==> src/rtl/core/kvt_pkg.sv <==
package kvt_pkg;

    localparam int DEPTH      = 32;
    localparam int KEY_BITS   = 16;
    localparam int VALUE_BITS = 32;

    localparam int KIND_W   = 3;
    localparam int STATUS_W = 2;
    localparam int CNT_W    = 6;
    localparam int ADDR_W   = $clog2(DEPTH);
    localparam int FILL_W   = $clog2(DEPTH + 1);
    localparam int CNT_MAX  = (1 << CNT_W) - 1;

    localparam int S_FIELDS_W = KIND_W + KEY_BITS + VALUE_BITS;
    localparam int S_TDATA_W  = ((S_FIELDS_W + 7) / 8) * 8;
    localparam int M_FIELDS_W = STATUS_W + VALUE_BITS + CNT_W + CNT_W;
    localparam int M_TDATA_W  = ((M_FIELDS_W + 7) / 8) * 8;

    localparam logic [KIND_W-1:0] KIND_CLEAR  = 3'd0;
    localparam logic [KIND_W-1:0] KIND_INSERT = 3'd1;
    localparam logic [KIND_W-1:0] KIND_ERASE  = 3'd2;
    localparam logic [KIND_W-1:0] KIND_LOOKUP = 3'd3;
    localparam logic [KIND_W-1:0] KIND_COUNT  = 3'd4;

    localparam logic [STATUS_W-1:0] ST_OK        = 2'd0;
    localparam logic [STATUS_W-1:0] ST_NOT_FOUND = 2'd1;
    localparam logic [STATUS_W-1:0] ST_FULL      = 2'd2;
    localparam logic [STATUS_W-1:0] ST_DUP       = 2'd3;

    typedef struct packed {
        logic load;
        logic scan;
        logic rd_last;
        logic wr_move;
        logic finish;
    } kvt_cmd_t;

    typedef struct packed {
        logic scan_done;
        logic erase_move;
        logic out_free;
    } kvt_stat_t;

    function automatic logic [CNT_W-1:0] sat_cnt(input logic [FILL_W-1:0] n);
        logic [FILL_W+CNT_W-1:0] w;
        w = (FILL_W + CNT_W)'(n);
        if (w > (FILL_W + CNT_W)'(CNT_MAX))
            return CNT_W'(CNT_MAX);
        else
            return w[CNT_W-1:0];
    endfunction

endpackage

==> src/rtl/core/kvt_ram.sv <==
module kvt_ram #(
    parameter int WIDTH = 8,
    parameter int DEPTH = 32
) (
    input  logic                     aclk,
    input  logic                     wr_en,
    input  logic [$clog2(DEPTH)-1:0] wr_addr,
    input  logic [WIDTH-1:0]         wr_data,
    input  logic [$clog2(DEPTH)-1:0] rd_addr,
    output logic [WIDTH-1:0]         rd_data
);

    logic [WIDTH-1:0] mem_reg [DEPTH];
    logic [WIDTH-1:0] rd_data_reg;

    always_ff @(posedge aclk) begin
        if (wr_en) begin
            mem_reg[wr_addr] <= wr_data;
        end
        rd_data_reg <= mem_reg[rd_addr];
    end

    assign rd_data = rd_data_reg;

endmodule

==> src/rtl/core/kvt_ctrl.sv <==
module kvt_ctrl (
    input  logic               aclk,
    input  logic               aresetn,
    input  logic               s_tvalid,
    output logic               s_tready,
    input  kvt_pkg::kvt_stat_t stat,
    output kvt_pkg::kvt_cmd_t  cmd
);

    localparam logic [2:0] S_IDLE    = 3'd0;
    localparam logic [2:0] S_SCAN    = 3'd1;
    localparam logic [2:0] S_RD_LAST = 3'd2;
    localparam logic [2:0] S_MOVE    = 3'd3;
    localparam logic [2:0] S_FINISH  = 3'd4;

    logic [2:0] state_reg;
    logic [2:0] state_next;

    always_comb begin
        state_next = state_reg;
        cmd        = '0;
        s_tready   = 1'b0;
        unique case (state_reg)
            S_IDLE: begin
                s_tready = 1'b1;
                if (s_tvalid) begin
                    cmd.load   = 1'b1;
                    state_next = S_SCAN;
                end
            end
            S_SCAN: begin
                cmd.scan = 1'b1;
                if (stat.scan_done) begin
                    state_next = stat.erase_move ? S_RD_LAST : S_FINISH;
                end
            end
            S_RD_LAST: begin
                cmd.rd_last = 1'b1;
                state_next  = S_MOVE;
            end
            S_MOVE: begin
                cmd.wr_move = 1'b1;
                state_next  = S_FINISH;
            end
            S_FINISH: begin
                if (stat.out_free) begin
                    cmd.finish = 1'b1;
                    state_next = S_IDLE;
                end
            end
            default: begin
                state_next = S_IDLE;
            end
        endcase
    end

    always_ff @(posedge aclk) begin
        if (!aresetn) begin
            state_reg <= S_IDLE;
        end else begin
            state_reg <= state_next;
        end
    end

endmodule

==> src/rtl/core/kvt_dp.sv <==
module kvt_dp (
    input  logic                            aclk,
    input  logic                            aresetn,
    input  kvt_pkg::kvt_cmd_t               cmd,
    output kvt_pkg::kvt_stat_t              stat,
    input  logic [kvt_pkg::KIND_W-1:0]      in_kind,
    input  logic [kvt_pkg::KEY_BITS-1:0]    in_key,
    input  logic [kvt_pkg::VALUE_BITS-1:0]  in_value,
    input  logic                            m_tready,
    output logic                            m_tvalid,
    output logic [kvt_pkg::M_TDATA_W-1:0]   m_tdata
);

    localparam int AW = kvt_pkg::ADDR_W;
    localparam int FW = kvt_pkg::FILL_W;
    localparam int KW = kvt_pkg::KEY_BITS;
    localparam int VW = kvt_pkg::VALUE_BITS;

    // request fields
    logic [kvt_pkg::KIND_W-1:0] kind_reg, kind_next;
    logic [KW-1:0]              key_reg, key_next;
    logic [VW-1:0]              val_reg, val_next;

    // scan state
    logic [FW-1:0] fill_reg, fill_next;
    logic [FW-1:0] issue_reg, issue_next;
    logic          cmp_valid_reg, cmp_valid_next;
    logic [AW-1:0] cmp_idx_reg, cmp_idx_next;
    logic          hit_reg, hit_next;
    logic [AW-1:0] slot_reg, slot_next;
    logic [VW-1:0] found_reg, found_next;
    logic [FW-1:0] match_reg, match_next;

    // result register
    logic                          m_tvalid_reg, m_tvalid_next;
    logic [kvt_pkg::M_TDATA_W-1:0] m_tdata_reg, m_tdata_next;

    logic [FW-1:0] fill_m1;
    logic          issue_more;
    logic          key_hit;
    logic          val_hit;
    logic [AW-1:0] rd_addr;
    logic [KW-1:0] rd_key;
    logic [VW-1:0] rd_val;
    logic          wr_en;
    logic          wr_insert;
    logic [AW-1:0] wr_addr;
    logic [KW-1:0] wr_key;
    logic [VW-1:0] wr_val;

    logic [kvt_pkg::STATUS_W-1:0] res_status;
    logic [VW-1:0]                res_found;
    logic [FW-1:0]                res_match;
    logic [FW-1:0]                res_fill;

    assign fill_m1    = fill_reg - FW'(1);
    assign issue_more = issue_reg < fill_reg;
    assign key_hit    = cmp_valid_reg && (rd_key == key_reg);
    assign val_hit    = cmp_valid_reg && (rd_val == val_reg);

    assign stat.scan_done  = !issue_more && !cmp_valid_reg;
    assign stat.erase_move = (kind_reg == kvt_pkg::KIND_ERASE) && hit_reg
                             && (FW'(slot_reg) != fill_m1);
    assign stat.out_free   = !m_tvalid_reg || m_tready;

    // erase fills the hole with the last entry, so only one entry moves
    assign rd_addr = cmd.rd_last ? fill_m1[AW-1:0] : issue_reg[AW-1:0];

    assign wr_insert = cmd.finish && (kind_reg == kvt_pkg::KIND_INSERT) && !hit_reg
                       && (fill_reg < FW'(kvt_pkg::DEPTH));
    assign wr_en   = cmd.wr_move || wr_insert;
    assign wr_addr = cmd.wr_move ? slot_reg : fill_reg[AW-1:0];
    assign wr_key  = cmd.wr_move ? rd_key : key_reg;
    assign wr_val  = cmd.wr_move ? rd_val : val_reg;

    kvt_ram #(
        .WIDTH (KW),
        .DEPTH (kvt_pkg::DEPTH)
    ) u_key_ram (
        .aclk    (aclk),
        .wr_en   (wr_en),
        .wr_addr (wr_addr),
        .wr_data (wr_key),
        .rd_addr (rd_addr),
        .rd_data (rd_key)
    );

    kvt_ram #(
        .WIDTH (VW),
        .DEPTH (kvt_pkg::DEPTH)
    ) u_val_ram (
        .aclk    (aclk),
        .wr_en   (wr_en),
        .wr_addr (wr_addr),
        .wr_data (wr_val),
        .rd_addr (rd_addr),
        .rd_data (rd_val)
    );

    always_comb begin
        res_status = kvt_pkg::ST_OK;
        res_found  = '0;
        res_match  = '0;
        res_fill   = fill_reg;
        case (kind_reg)
            kvt_pkg::KIND_CLEAR: begin
                res_fill = '0;
            end
            kvt_pkg::KIND_INSERT: begin
                if (hit_reg) begin
                    res_status = kvt_pkg::ST_DUP;
                end else if (fill_reg >= FW'(kvt_pkg::DEPTH)) begin
                    res_status = kvt_pkg::ST_FULL;
                end else begin
                    res_fill = fill_reg + FW'(1);
                end
            end
            kvt_pkg::KIND_ERASE: begin
                if (!hit_reg) begin
                    res_status = kvt_pkg::ST_NOT_FOUND;
                end else begin
                    res_fill = fill_m1;
                end
            end
            kvt_pkg::KIND_LOOKUP: begin
                if (!hit_reg) begin
                    res_status = kvt_pkg::ST_NOT_FOUND;
                end else begin
                    res_found = found_reg;
                end
            end
            kvt_pkg::KIND_COUNT: begin
                res_match = match_reg;
            end
            default: begin
            end
        endcase
    end

    always_comb begin
        kind_next      = kind_reg;
        key_next       = key_reg;
        val_next       = val_reg;
        fill_next      = fill_reg;
        issue_next     = issue_reg;
        cmp_valid_next = 1'b0;
        cmp_idx_next   = cmp_idx_reg;
        hit_next       = hit_reg;
        slot_next      = slot_reg;
        found_next     = found_reg;
        match_next     = match_reg;
        m_tvalid_next  = m_tvalid_reg;
        m_tdata_next   = m_tdata_reg;

        if (m_tvalid_reg && m_tready) begin
            m_tvalid_next = 1'b0;
        end

        if (cmd.load) begin
            kind_next  = in_kind;
            key_next   = in_key;
            val_next   = in_value;
            issue_next = '0;
            hit_next   = 1'b0;
            match_next = '0;
        end

        if (cmd.scan) begin
            if (issue_more) begin
                issue_next     = issue_reg + FW'(1);
                cmp_valid_next = 1'b1;
                cmp_idx_next   = issue_reg[AW-1:0];
            end
            // read data arrives in the cycle after its address is issued
            if (key_hit) begin
                hit_next   = 1'b1;
                slot_next  = cmp_idx_reg;
                found_next = rd_val;
            end
            if (val_hit) begin
                match_next = match_reg + FW'(1);
            end
        end

        if (cmd.finish) begin
            fill_next     = res_fill;
            m_tvalid_next = 1'b1;
            m_tdata_next  = kvt_pkg::M_TDATA_W'({kvt_pkg::sat_cnt(res_fill),
                                                 kvt_pkg::sat_cnt(res_match),
                                                 res_found, res_status});
        end
    end

    always_ff @(posedge aclk) begin
        if (!aresetn) begin
            fill_reg      <= '0;
            issue_reg     <= '0;
            cmp_valid_reg <= 1'b0;
            hit_reg       <= 1'b0;
            match_reg     <= '0;
            m_tvalid_reg  <= 1'b0;
        end else begin
            fill_reg      <= fill_next;
            issue_reg     <= issue_next;
            cmp_valid_reg <= cmp_valid_next;
            hit_reg       <= hit_next;
            match_reg     <= match_next;
            m_tvalid_reg  <= m_tvalid_next;
        end
    end

    always_ff @(posedge aclk) begin
        kind_reg    <= kind_next;
        key_reg     <= key_next;
        val_reg     <= val_next;
        cmp_idx_reg <= cmp_idx_next;
        slot_reg    <= slot_next;
        found_reg   <= found_next;
        m_tdata_reg <= m_tdata_next;
    end

    assign m_tvalid = m_tvalid_reg;
    assign m_tdata  = m_tdata_reg;

    a_fill_bound: assert property (@(posedge aclk) disable iff (!aresetn)
        fill_reg <= FW'(kvt_pkg::DEPTH))
        else $error("fill level above table depth");

    a_no_write_in_scan: assert property (@(posedge aclk) disable iff (!aresetn)
        !(wr_en && cmd.scan))
        else $error("table written while a scan is running");

    a_move_needs_hit: assert property (@(posedge aclk) disable iff (!aresetn)
        cmd.wr_move |-> (hit_reg && (kind_reg == kvt_pkg::KIND_ERASE)))
        else $error("entry moved without an erase hit");

    a_finish_shows_result: assert property (@(posedge aclk) disable iff (!aresetn)
        cmd.finish |=> m_tvalid_reg)
        else $error("finished request produced no result");

endmodule

==> src/rtl/core/keyed_value_table.sv <==
// keyed value table: up to DEPTH unique keys, each with a value, kept in two
// single-port-write RAMs (keys and values) with registered read.
// the slave channel carries one request per beat: clear, insert, erase,
// lookup or count. the master channel returns one result per request with
// status, found value, match count and the entry count after the request.
// every request scans the N stored entries one per cycle; an erase that hits
// a slot other than the last one reads the last entry after the scan and moves
// it into the freed slot, and the result is written once the output is free.
// one request is in work at a time: a new request is not taken until the last
// one has finished, and s_tready is high only while the controller is idle.
// a finished result waits in an output register: while the receiver holds
// m_tready low the next request is still accepted and scanned, and it
// finishes once the waiting result has been taken.
// reset (aresetn low, synchronous) empties the table and drops any waiting
// result; RAM contents are not cleared and need no clearing pass.
module keyed_value_table (
    input  logic                          aclk,
    input  logic                          aresetn,
    input  logic                          s_tvalid,
    output logic                          s_tready,
    input  logic [kvt_pkg::S_TDATA_W-1:0] s_tdata,  // kind[2:0], key[18:3], value[50:19]
    output logic                          m_tvalid,
    input  logic                          m_tready,
    output logic [kvt_pkg::M_TDATA_W-1:0] m_tdata   // status[1:0], found_value[33:2],
                                                    // match_count[39:34], entry_count[45:40]
);

    localparam int KEY_LO = kvt_pkg::KIND_W;
    localparam int VAL_LO = kvt_pkg::KIND_W + kvt_pkg::KEY_BITS;

    kvt_pkg::kvt_cmd_t  cmd;
    kvt_pkg::kvt_stat_t stat;

    kvt_ctrl u_ctrl (
        .aclk     (aclk),
        .aresetn  (aresetn),
        .s_tvalid (s_tvalid),
        .s_tready (s_tready),
        .stat     (stat),
        .cmd      (cmd)
    );

    kvt_dp u_dp (
        .aclk     (aclk),
        .aresetn  (aresetn),
        .cmd      (cmd),
        .stat     (stat),
        .in_kind  (s_tdata[kvt_pkg::KIND_W-1:0]),
        .in_key   (s_tdata[KEY_LO +: kvt_pkg::KEY_BITS]),
        .in_value (s_tdata[VAL_LO +: kvt_pkg::VALUE_BITS]),
        .m_tready (m_tready),
        .m_tvalid (m_tvalid),
        .m_tdata  (m_tdata)
    );

endmodule
==> config.mk <==
export PLATFORM = sky130hd
export DESIGN_NAME = keyed_value_table
export DESIGN_NICKNAME = d
export VERILOG_FILES = /design/src/rtl/core/kvt_pkg.sv /design/src/rtl/core/kvt_ram.sv /design/src/rtl/core/kvt_ctrl.sv /design/src/rtl/core/kvt_dp.sv /design/src/rtl/core/keyed_value_table.sv
export SDC_FILE = /design/constraint.sdc
export NUM_CORES = 2
export LEC_CHECK = 0
export BUFFER_PORTS_ARGS = -buffer_cell sky130_fd_sc_hd__buf_2
export CAP_MARGIN = 40
export CORE_ASPECT_RATIO = 1.4
export CORE_MARGIN = 2
export CORE_UTILIZATION = 25
export CTS_CLUSTER_DIAMETER = 150
export DETAILED_ROUTE_END_ITERATION = 10
export HOLD_SLACK_MARGIN = 0.15
export SYNTH_ARGS = -nofsm -noshare
export SYNTH_HDL_FRONTEND = slang
export SYNTH_SLANG_ARGS = --single-unit
==> constraint.sdc <==
create_clock -name aclk -period 5.4 [get_ports aclk]
set_input_delay 0.81 -clock aclk [delete_from_list [all_inputs] [get_ports aclk]]
set_output_delay 0.81 -clock aclk [all_outputs]
set_load 0.02 [all_outputs]
# Yosys cells after proc, flatten, opt, wreduce, memory -nomap -nowiden
# Memories as Yosys holds them, arrays and structs flattened. A register that Yosys moved wholly into a read port is not among the register bits.
# Cells that the tools add are included.
# Widths: inputs -> output; s select.
# word_totals
register_bits	163
ram_bits	1536
in_bits	60
out_inout_bits	50
wordCells	102
n_memories	2
# memory_table
memory	depth	word_bits	read_ports	rd_ports_with_merged_regs	wr	line	text
u_dp.u_val_ram.mem_reg	32	32	1	1	1	kvt_ram.sv:13	logic [WIDTH-1:0] mem_reg [DEPTH];
u_dp.u_key_ram.mem_reg	32	16	1	1	1	kvt_ram.sv:13	
# op_classes
n_addsub	4
n_lt_le_gt_ge	3
n_eq_ne	14
muxes	39
n_reduce_logical	24
# ops
cell	count
$mux 6	9
$eq 32x32->1	1
$mux 32	1
$add 6x1->6 const B	3
$pmux 6 s3	1
$mux 1	17
$eq 16x16->1	1
$mux 16	1
$pmux 3 s5	1
$eq 3x2->1 const B	4
$mux 3	4
$mux 5	2
$logic_and 1x1->1	9
$reduce_and 2->1	4
$eq 3x1->1 const B	2
$eq 3x3->1 const B	2
$ge 6x6->1 const B	1
$logic_not 3->1	2
$lt 6x6->1	1
$lt 6x6->1 const B	1
$ne 2x2->1 const B	3
$ne 5x6->1	1
$sub 6x1->6 const B	1
$logic_not 1->1	4
6 further kinds	8

# Logic depth before layout (Yosys ltp)
# depth
depth_word	10
depth_mapped	11
depth_no_buf	8

# By module
# Synthesis repeated with hierarchy kept, for this count alone.
# unflattened
hier_cells	3940
hier_area_um2	68413.1
# modules_own_cells
module	n_inst	cells_each	area_each_um2	seq_area_each_um2
kvt_ram (u_dp.u_val_ram)	1	2260	40485.1	31390.1
kvt_ram (u_dp.u_key_ram)	1	1143	20535.9	15695.1
kvt_dp	1	509	7171.9	4594.4
kvt_ctrl	1	28	220.2	60.1

# Least setup slack after synthesis
# OpenSTA, ideal clock, no wires.
# synth_path
kind	input to register
startpoint	in m_tready
endpoint	mem u_dp.u_key_ram.mem_reg[10][0] in the netlist's numbering, enable pin
setup_time_ns	0.454
arrival_ns	4.835
required_ns	4.946
setup_slack_ns	0.111
path_stages	8
path_buffers	1
cell_sequence	nor2b_1 -> nand2b_1 -> buf_2 -> inv_1 -> and3_1 -> o21a_1 -> a22oi_1 -> nor2_1
# synth_lines
item	line	text
start: declaration	keyed_value_table.sv:23	input logic m_tready,
end: declaration	kvt_ram.sv:13	

==> results.toml <==
[layout]
largest_reg_flops = 1024
drive_above_1_share = 0.129
syn_to_final_growth_pct = 17.1
n_fill_cell = 26959
seq_area_sq_um = 51700
multi_input_comb_area_sq_um = 16200
finalNetCount = 4449

[floorplan]
num_io_pins = 110
die_h_microns = 625
start_util = 0.251
dieWidth_microns = 448
core_area_sq_um = 275000
dieArea_sq_um = 280000
fp-row-count = 228

[power_and_ir_drop]
peakVddDrop_mv = 0.279
power_density_nw_per_um2 = 338
leakage_nw = 28.8

[cts]
post_cts_resized = 0
clk-insertion-delay-late_ps = 820
clock_sinks = 1747
cts-root-buf = "clkbuf_16"
cts_tree = "built"
cts_buffer_depth = 3
cts_max_level = 4
numCtsBuffers = 158
clk_pin_slew_ps = 60

[setup_path]
critPathKind = "flop to flop"
crit_required_ps = 5830
cp_common_cell = "buf_4"
slowest_delay_ps = 730
critPathCaptureType = "flop"
crit_buf_inv = 3
critPathMaxFanout = 31
crit_path_start_kind = "flop"
cp_slowest_cell = "buf_4"
cp_cell_sequence = "nor3b_1 -> nand2b_1 -> inv_2 -> and3_1 -> o21a_1 -> a32oi_1 -> buf_4 -> nor2_4 -> buf_4"
crit_family = "simple AND/OR/NAND/NOR gates"
cp.arrival_ps = 4830

[route]
drtAntennaViolNets = 0
drtIter0Drc = 3591
routed_wl_microns = 182000
avgViaCountPerCell = 4.53
vias = 37075
drtPass1Iterations = 5
avgRoutedWirePerCell_microns = 22.2
drc = 0

[global_route]
overflow = 0
grt_usage = 0.126
grt_pass1_vias = 36683
grt_max_degree = 110
antenna_found_initial = 15
grt_pass1_wl_microns = 259000

[synthesis]
syn_inst = 4175
avgSynthCellArea_sq_um = 16.5
ys_seq_area_frac = 0.751
synth_ff_type = "edfxtp_1"
async_flop_share = 0
ys_warn_count = 0
synth_area_leaders = "edfxtp_1 73%, mux2i_1 13%, nand2_1 3.1%"
synth_cell_type_count = 66
yosys-top-cells-count = "1675 x edfxtp_1, 869 x mux2i_1, 561 x nand2_1"
synth_most_common_cell = "edfxtp_1"
syn_area_sq_um = 68900
synth_top_area_frac = 0.730
netlist.top_cell.by_area = "edfxtp_1"
synth-edff-count = 1675
ys_seq_elements = 1747

[worst_hold_path]
hold_class = "primary input to flop"

[place]
gp_congestion = 0.776
post-dp-hpwl_microns = 105000
io_buffers = 102

[timing]
finalSetupViolations = 0
timing.final.crit_share = 0.816
slew_violations = 0
clock_skew_ps = 44.3
fmax_ghz = 0.227
finalCriticalPeriod_ps = 4410
hold_viol = 0
holdWs_ps = 204
slew-limit-headroom = 0.347
setup_tns_ps = 0
rsz0062_at_grt = "false"
tightestPinTransition_ps = 978

[status]
status = "finished clean"

[run]
maxCapViolations = 0
## report_power, final
part | internal [mW] | total [mW] | switching, mW
Sequential | 15.0 | 15.1 | 0.0947
Combinational | 0.319 | 0.990 | 0.671
Clock | 6.16 | 11.1 | 4.97
Total | 21.5 | 27.2 | 5.74
## area by class of cell
class,instances,area share
antenna,2,0.0000620
clock inverter,80,0.0101
inverter,17,0.000807
clock buffer,208,0.0535
timing repair buffer,274,0.0359
sequential,1747,0.641
multi-input combinational,2181,0.201
tap,3680,0.0571
## cell usage in the layout, fill, tap and decap left out, types with 10 or more instances in the layout
cell,Yosys,layout
nor4_2,29,30
nor4_1,24,23
and2_1,44,44
nand3_1,13,13
nand2_1,561,560
buf_4,46,76
buf_8,0,14
dfxtp_1,72,72
nor2_1,51,19
nor2_4,0,32
buf_16,0,19
clkinv_1,1,21
ha_1,10,10
xnor2_1,49,49
clkbuf_8,0,17
o32ai_1,95,95
buf_2,112,102
a21oi_1,201,201
clkbuf_16,0,158
mux2i_1,869,868
inv_1,16,14
edfxtp_1,1675,1675
bufinv_16,0,10
clkinv_2,0,34
dlygate4sd3_1,0,18
o22ai_1,97,97
clkbuf_1,59,33
nand4_1,15,15
buf_12,0,45
## cell families after synthesis
group,after synthesis,synth area share
flip-flops,1747,0.751
AO/OA/AOI/OAI,449,0.0417
adder cells (fa/ha/maj),10,0.00182
AND/OR/NAND/NOR,792,0.0527
buffers and inverters,248,0.0188
other,1,0.0000544
multiplexers,871,0.127
XOR/XNOR,57,0.00735
## metal layers
layer	vias to the layer above	GRT usage	part of all wire
li1	16468	-	-
met1	19012	0.159	0.41
met2	1306	0.223	0.51
met3	287	0.0165	0.055
met4	2	0.0413	0.027
met5	-	0	0.000055
## final timing paths
kind | cells past startpoint | from | to | slack (ps)
max | 9 | u_ctrl.state_reg[2]$_SDFFE_PN0P_ | u_dp.u_key_ram.mem_reg[13][11]$_DFFE_PP_ | 990
min | 1 | s_tdata[35] | u_dp.val_reg[16]$_DFFE_PP_ | 200
max reg2reg | 9 | u_ctrl.state_reg[2]$_SDFFE_PN0P_ | u_dp.u_key_ram.mem_reg[13][11]$_DFFE_PP_ | 990
min reg2reg | 0 | u_dp.cmp_idx_reg[3]$_DFFE_PP_ | u_dp.slot_reg[3]$_DFFE_PP_ | 420
## through the flow
step	setup WS [ps]	cells	utilization	area, sq um	power (mW)
3_3_place_gp	844	7837	0.271	74400	16.3
2_1_floorplan	111	4176	-	68900	16.0
6_report	994	8189	0.294	80700	27.2
4_1_cts	1050	8186	0.294	80600	27.4
5_1_grt	774	8188	0.294	80700	28.0
3_5_place_dp	1020	7880	0.274	75300	16.4
## what timing repair did
| item | CTS | global route |
|---|---|---|
| setup buffers | 0 | 0 |
| hold buffers | 18 | 0 |
| hold endpoints to repair | 18 | 0 |
Power figures use the tool's default switching activity.
